**src/hdl/svm_pkg.sv**
```systemverilog
// shared types, sizes and codes for the stack machine executor
`timescale 1ns / 1ps
`default_nettype none
package svm_pkg;

    localparam int STACK_DEPTH  = 1024;
    localparam int HEAP_DEPTH   = 1024;
    localparam int STATIC_DEPTH = 256;
    localparam int TEMP_DEPTH   = 8;

    // depths are powers of two, so address wrap is a mask
    localparam int STACK_AW  = $clog2(STACK_DEPTH);
    localparam int HEAP_AW   = $clog2(HEAP_DEPTH);
    localparam int STATIC_AW = $clog2(STATIC_DEPTH);
    localparam int TEMP_AW   = $clog2(TEMP_DEPTH);

    localparam int CLR_DEPTH = (STACK_DEPTH > HEAP_DEPTH)
        ? ((STACK_DEPTH > STATIC_DEPTH) ? STACK_DEPTH : STATIC_DEPTH)
        : ((HEAP_DEPTH > STATIC_DEPTH) ? HEAP_DEPTH : STATIC_DEPTH);
    localparam int CLR_AW = $clog2(CLR_DEPTH);

    localparam int DATA_W = 32;
    localparam int IP_W   = 12;
    localparam int FP_W   = 16;
    localparam int PL_W   = 13;
    localparam int STEP_W = 20;
    localparam int IPN_W  = 34;
    localparam int DIV_CW = $clog2(DATA_W);

    localparam int STEP_LIMIT  = 999999;
    localparam int FRAME_WORDS = 5;

    // frame slot order, shared by call (writes) and return (reads)
    localparam logic [2:0] SLOT_RET  = 3'd0;
    localparam logic [2:0] SLOT_LCL  = 3'd1;
    localparam logic [2:0] SLOT_ARG  = 3'd2;
    localparam logic [2:0] SLOT_THIS = 3'd3;
    localparam logic [2:0] SLOT_THAT = 3'd4;
    localparam logic [2:0] SLOT_TOP  = 3'd5;

    typedef enum logic [4:0] {
        OP_PUSH, OP_POP, OP_ADD, OP_SUB, OP_MUL, OP_DIV, OP_MOD, OP_NEG,
        OP_EQ, OP_GT, OP_LT, OP_AND, OP_OR, OP_NOT, OP_OUT, OP_OUTC,
        OP_OUTSTR, OP_OUTSP, OP_OUTNL, OP_GOTO, OP_IFGO, OP_CALL,
        OP_FUNCTION, OP_RETURN, OP_NOP
    } op_t;

    typedef enum logic [2:0] {
        SEG_ARG, SEG_LOCAL, SEG_STATIC, SEG_CONST,
        SEG_THIS, SEG_THAT, SEG_POINTER, SEG_TEMP
    } seg_t;

    typedef enum logic [2:0] {
        KIND_NONE, KIND_INT, KIND_CHAR, KIND_STR, KIND_SPACE, KIND_NL
    } kind_t;

    typedef enum logic [3:0] {
        ST_CLEAR, ST_IDLE, ST_DECODE, ST_PUSH_WR, ST_OP1, ST_BIN_B,
        ST_BIN_X, ST_DIV, ST_BIN_WR, ST_CALL, ST_RET, ST_RET_WR,
        ST_FINISH, ST_OUT
    } state_t;

endpackage
`default_nettype wire

```
**src/hdl/svm_div.sv**
```systemverilog
// iterative signed divider, one quotient bit per cycle
`timescale 1ns / 1ps
`default_nettype none
module svm_div
    import svm_pkg::*;
(
    input  wire logic              clk,
    input  wire logic              rst_n,
    input  wire logic              start,
    input  wire logic [DATA_W-1:0] dividend,
    input  wire logic [DATA_W-1:0] divisor,
    output logic                   busy,
    output logic [DATA_W-1:0]      quotient,
    output logic [DATA_W-1:0]      remainder
);

    logic              busy_reg;
    logic [DIV_CW-1:0] cnt_reg;
    logic [DATA_W-1:0] rem_reg;
    logic [DATA_W-1:0] quo_reg;
    logic [DATA_W-1:0] dvs_reg;
    logic              neg_q_reg;
    logic              neg_r_reg;
    logic [DATA_W:0]   shifted;
    logic [DATA_W:0]   diff;

    assign shifted = {rem_reg, quo_reg[DATA_W-1]};
    assign diff    = shifted - {1'b0, dvs_reg};

    always_ff @(posedge clk or negedge rst_n)
    begin
        if (!rst_n)
        begin
            busy_reg <= 1'b0;
            cnt_reg  <= '0;
        end
        else if (start)
        begin
            busy_reg <= 1'b1;
            cnt_reg  <= '0;
        end
        else if (busy_reg)
        begin
            cnt_reg <= cnt_reg + 1'b1;
            if (cnt_reg == DIV_CW'(DATA_W - 1))
            begin
                busy_reg <= 1'b0;
            end
        end
    end

    always_ff @(posedge clk)
    begin
        if (start)
        begin
            quo_reg   <= dividend[DATA_W-1] ? (~dividend + 1'b1) : dividend;
            dvs_reg   <= divisor[DATA_W-1] ? (~divisor + 1'b1) : divisor;
            rem_reg   <= '0;
            neg_q_reg <= dividend[DATA_W-1] ^ divisor[DATA_W-1];
            neg_r_reg <= dividend[DATA_W-1];
        end
        else if (busy_reg)
        begin
            if (!diff[DATA_W])
            begin
                rem_reg <= diff[DATA_W-1:0];
                quo_reg <= {quo_reg[DATA_W-2:0], 1'b1};
            end
            else
            begin
                rem_reg <= shifted[DATA_W-1:0];
                quo_reg <= {quo_reg[DATA_W-2:0], 1'b0};
            end
        end
    end

    assign busy      = busy_reg;
    assign quotient  = neg_q_reg ? (~quo_reg + 1'b1) : quo_reg;
    assign remainder = neg_r_reg ? (~rem_reg + 1'b1) : rem_reg;

`ifndef SYNTHESIS
    a_start_idle: assert property (@(posedge clk) disable iff (!rst_n)
        start |-> !busy_reg)
        else $error("divider started while busy");
    a_rem_bound: assert property (@(posedge clk) disable iff (!rst_n)
        $fell(busy_reg) |-> (rem_reg < dvs_reg))
        else $error("divider remainder not below divisor");
`endif

endmodule
`default_nettype wire

```
**config.mk**
```make
export PLATFORM = sky130hd
export DESIGN_NAME = svm_div
export DESIGN_NICKNAME = d
export VERILOG_FILES = /design/src/hdl/svm_pkg.sv /design/src/hdl/svm_div.sv
export SDC_FILE = /design/constraint.sdc
export NUM_CORES = 1
export LEC_CHECK = 0
export ABC_AREA = 1
export CAP_MARGIN = 20
export CORE_MARGIN = 1
export CORE_UTILIZATION = 35
export CTS_CLUSTER_DIAMETER = 50
export CTS_CLUSTER_SIZE = 14
export DETAILED_ROUTE_END_ITERATION = 10
export DONT_BUFFER_PORTS = 1
export GPL_ROUTABILITY_DRIVEN = 1
export SLEW_MARGIN = 30
export SYNTH_ARGS = -nofsm -noshare
export SYNTH_HDL_FRONTEND = slang
export SYNTH_SLANG_ARGS = --single-unit
```
**constraint.sdc**
```tcl
create_clock -name clk -period 5.4 [get_ports clk]
set_input_delay 1.08 -clock clk [delete_from_list [all_inputs] [get_ports clk]]
set_output_delay 1.08 -clock clk [all_outputs]
set_load 0.01 [all_outputs]
```
== Word-level counts from Yosys, hierarchy flattened ==
Index checks and enable logic that the tools add are counted.
Storage, ports and cells
  word-level logic and storage cells: 34
  flip-flop bits (word level): 104
  output and inout bits: 65
  input port bits: 67
Cells by class
  bitwise gates (word level): 5
  reductions and logical operators: 1
  equal/unequal tests: 1
  add/sub/neg operators: 6
  muxes and demuxes: 13
Operators with widths (number)
  32-bit two-way mux: 6
  32-bit by 1-bit adder with 32-bit output, second input constant: 4
  32-bit inverter: 4
  33-bit by 32-bit subtractor with 33-bit output: 1
  31-bit two-way mux: 1
  5-bit two-way mux: 2
  5-bit by 1-bit adder with 5-bit output, second input constant: 1
  5-bit == test, second input constant: 1
  1-bit two-way mux: 4
  2-bit nonzero test: 1
  1-bit bitwise XOR: 1

== Depth between registers and ports, before layout ==
  depth in word-level cells: 4
  gate-level depth with buffers: 18
  depth with buffers taken out: 17

== Least setup slack after synthesis ==
No wires, ideal clock.
  kind: register -> output
  from: reg quo_reg[0]
  to: out quotient[28]
  data required time: 4.320 ns
  buffers on the path: 0
  stages on the path, launching flop included: 11
  slack: 2.594 ns
  arrival time: 1.726 ns
  cells stage by stage: edfxtp_1 > inv_1 > ha_1 > nand2_1 > nor2_1 > nand2_1 > nor2_1 > nand4_1 > o21ai_0 > nand2_1 > xor2_1
Between the ends
  word-level cells in the longest chain between the ends: 3
Ends and longest elaborated chain
  start: declaration: line svm_div.sv:20  | logic [DATA_W-1:0] quo_reg;
  start signal: assignment: line svm_div.sv:56  | quo_reg <= dividend[DATA_W-1] ? (~dividend + 1'b1) : dividend;
  start signal: assignment: line svm_div.sv:67  | quo_reg <= {quo_reg[DATA_W-2:0], 1'b1};
  start signal: assignment: line svm_div.sv:72  | quo_reg <= {quo_reg[DATA_W-2:0], 1'b0};
  32-bit inverter: line svm_div.sv:78  | assign quotient = neg_q_reg ? (~quo_reg + 1'b1) : quo_reg;
  32-bit by 1-bit adder with 32-bit output: line svm_div.sv:78
  32-bit two-way mux: line svm_div.sv:78
  end: declaration: line svm_div.sv:13  | output logic [DATA_W-1:0] quotient,
No other way between the ends.

== Worst setup path in the final report ==
  from: reg rem_reg[0]
  to: out remainder[22]
Between the ends
  word-level cells in the longest chain between the ends: 3
Ends and longest elaborated chain
  start: declaration: line svm_div.sv:19  | logic [DATA_W-1:0] rem_reg;
  start signal: assignment: line svm_div.sv:66  | rem_reg <= diff[DATA_W-1:0];
  start signal: assignment: line svm_div.sv:71  | rem_reg <= shifted[DATA_W-1:0];
  32-bit inverter: line svm_div.sv:79  | assign remainder = neg_r_reg ? (~rem_reg + 1'b1) : rem_reg;
  32-bit by 1-bit adder with 32-bit output: line svm_div.sv:79
  32-bit two-way mux: line svm_div.sv:79
  end: declaration: line svm_div.sv:14  | output logic [DATA_W-1:0] remainder
No other way between the ends.

==> results.md <==
- Number of standard-cell rows in the floorplan: 61
- Startpoint class of the critical path: flop
- Worst clock skew: 21.1 ps
- H-Tree Level Count: 3
- Initial antenna violation count: 0
- Static Leakage: between 5 and 6 nW
- RSZ-0062 raised after global routing: false
- Part of the total power dissipated in combinational logic: 0.259
- Slowest stage delay, CP: about 430 ps
- Gate count of the mapped netlist: ~1,600
- Horiz. Die Dim: between 150 and 200 um
- Ys Warns: 0
- Number of gates resized after CTS: 0
- Part of the cycle the worst path needs: 0.714
- Worst Path Buf+Inv: 2
- Starting density of the core: 0.358
- I/O pin total: 132
- First-pass GRT wire length: around 45,000 um
- Min-delay worst type: input port to asynchronous set/reset pin
- Number of post-CTS setup repair buffers: 0
- Post-detailed-route wirelength per cell: between 10 and 15 um
- Count of TritonRoute iterations in the first routing pass: 5
- Buffers added on ports: 0
- CTS Root Buffer Type: sky130_fd_sc_hd__clkbuf_16
- Rel. slew slack: 0.398
- Non-Filler Instances: 1,934
- Clock sinks: 104
- Via/cell ratio: just under 5
- Final routed DRC violation total: 0
- Number of vias in the routed layout: 9,333
- Crit-path leading delay family: simple AND/OR/NAND/NOR gates
- Via count of the first global-routing pass: ~9,000
- Synth Area per Inst: ~6.4 um^2
- M1 wire length: around 12,000 um
- Worst voltage drop across the vdd grid: between 0.1 and 0.15 mV
- FMAX: roughly 0.26 GHz
- Tightest hold margin: around 390 ps
- Post-Synthesis Net Count: approximately 1,700
- Leading cell types in the layout, fill and taps excluded: sky130_fd_sc_hd__nand2_1, sky130_fd_sc_hd__inv_1, sky130_fd_sc_hd__nor2_1, sky130_fd_sc_hd__nand3_1, sky130_fd_sc_hd__xor2_1
- Overall die area: around 29,000 um^2
- Number of different library cells in the post-synthesis netlist: a little under 50
- Die Y-Extent: ~170 um
- Placed insts: 1,918
- Net total in the final layout: between 1,500 and 2,000
- Number of synthesized register bits: ~100
- Final wirelength: 28,800 um
- Sequential power share: 0.424
- Fraction of layout instances using a drive strength above 1: 0.0630
- Post-synthesis cell area: 10,000 um^2
- Synth top area share: 0.198
- Wire length on met3: 1790 um
- Critical-path top delay cell: sky130_fd_sc_hd__xor2_1
- Net switching component of the power: roughly 0.8 mW
- Internal power: 1.47 mW
- Area contributors post-synth: sky130_fd_sc_hd__edfxtp_1, sky130_fd_sc_hd__nand2_1, sky130_fd_sc_hd__inv_1, sky130_fd_sc_hd__xor2_1, sky130_fd_sc_hd__dfxtp_1
- Worst setup timing slack at the placement stage: just under 2000 ps
- Required time at the endpoint of the critical path: 4320 ps
- Actual transition at the worst max-transition pin: 895 ps
- Crit path time final: between 3000 and 4000 ps
- Grt ovf: 0
- Largest area contributor in the netlist: sky130_fd_sc_hd__edfxtp_1
- Half-perimeter wire length of the detailed placement result: roughly 23,000 um
- Final GP Congestion: around 0.91
- Num CTS Buffers: 9
- Post-Route Setup TNS: 0 ps
- Maximum fanout along the worst path: 4
- Top layer reached by signal wires: met4
- Number of buffers inserted by hold repair at cts: 0
- Maximum number of pins on one net before global-route repair: 71
- Core region area: 28,000 um^2
- Stages on worst setup path: 9
- Part of the Yosys area used for sequential elements: 0.276
- Post-CTS clock slew at the launch and capture registers of the worst setup and hold paths: 90 ps
- Met2 Wirelength: approximately 14,000 um
- Worst r2r path cells: 17
- Critical Path Sink Type: output port
- Startpoint-to-endpoint class of the critical path: flop to output port
- Pins Over Slew Limit: 0
- Layout-stage area growth over the synthesis result: 6.42%
- Antenna Nets Post-Route: 0
- Final antenna diode count: 0
- Areal power density over the cells: approximately 210 nW/um^2
- Buffer levels on the longest clock path: 2
- Number of failing setup endpoints in the final timing report: 0
- Clock network fraction of design power: 0.317
- Total of max-cap violations: 0
- Number of hold violations in the final report: 0
- Switching Fraction: 0.351
- Worst path cell trace: inv_1 > ha_1 > inv_1 > nor2_1 > nand3_1 > nor2_1 > a21oi_1 > a21oi_1 > xor2_1
- Arrival time of the worst setup path: roughly 2800 ps
- Number of DRC markers in iteration 0: 525
- Commonest non-fill, non-tap cell in the layout: sky130_fd_sc_hd__nand2_1
- Clock tree from TritonCTS: built
- Overall global routing resource usage: 0.200
- Run status: completed
- Clock insertion delay at the later pin of the skew report: 370 ps
- Final worst-path setup slack: 1540 ps
## final cells by class
| class | count | area, um^2 |
|---|---|---|
| multi-input combinational | 1137 | 5980 |
| fill | 3034 | 17300 |
| sequential | 104 | 2770 |
| timing repair buffer | 5 | 37.5 |
| tap | 378 | 473 |
| clock inverter | 7 | 87.6 |
| clock buffer | 9 | 225 |
| inverter | 294 | 1100 |
## power by group through the flow
stage | Clock (mW) | Sequential (mW) | Combinational, mW
5_1_grt | 0.748 | 0.966 | 0.653
4_1_cts | 0.730 | 0.958 | 0.586
3_3_place_gp | 0 | 0.973 | 0.581
6_report | 0.716 | 0.959 | 0.587
2_1_floorplan | 0 | 0.963 | 0.462
3_5_place_dp | 0 | 0.975 | 0.584
## cells by family after synthesis
kind of cell | count (synthesis) | share of synthesized area
DFF | 104 | 0.276
and+or+nand+nor | 851 | 0.374
adders and majority gates | 39 | 0.0494
AOI/OAI and AO/OA | 131 | 0.0701
xor gates and xnor gates | 116 | 0.101
buffers and inverters | 326 | 0.129
## worst paths after layout
kind / startpoint / endpoint / slack (ps)
min in group clk: rem_reg[1]$_SDFFE_PP0P_ / rem_reg[1]$_SDFFE_PP0P_ / 480
min reg2reg: rem_reg[1]$_SDFFE_PP0P_ / rem_reg[1]$_SDFFE_PP0P_ / 480
max in group asynchronous: rst_n / cnt_reg[2]$_DFFE_PN0P_ / 4930
max: rem_reg[0]$_SDFFE_PP0P_ / remainder[22] / 1540
max reg2reg: quo_reg[31]$_DFFE_PP_ / rem_reg[11]$_SDFFE_PP0P_ / 2620
min: rst_n / cnt_reg[1]$_DFFE_PN0P_ / 390
## through the flow
stage / instance area [um^2] / utilization / power [mW]
floorplan: 10000 / - / 1.43
global placement: 10400 / 0.370 / 1.55
detailed placement: 10400 / 0.370 / 1.56
CTS: 10700 / 0.381 / 2.27
global route: 10700 / 0.381 / 2.37
finish: 10700 / 0.381 / 2.26
## metal layers
metal | global-route usage | vias up
met4 | 0.0745 | 0
met1 | 0.234 | 4234
li1 | - | 4840
met3 | 0.0444 | 40
met2 | 0.354 | 219
met5 | 0 | -
## synth_stat cells (all sizes together)
cell,number
nor4,6
inv,293
nor2,144
a21o,1
o21bai,1
nor3,35
nand2,516
a31oi,9
edfxtp,66
ha,38
a22o,1
clkbuf,20
a41oi,1
clkinv,1
and3,1
or2,10
dfxtp,32
o21ai,75
dfrtp,6
fa,1
a21oi,37
o32ai,1
xnor2,32
nand3b,4
o211ai,1
buf,12
nand3,110
o31ai,4
and2,5
nand4,20
xor2,84
(Power assumes the default switching activity.)
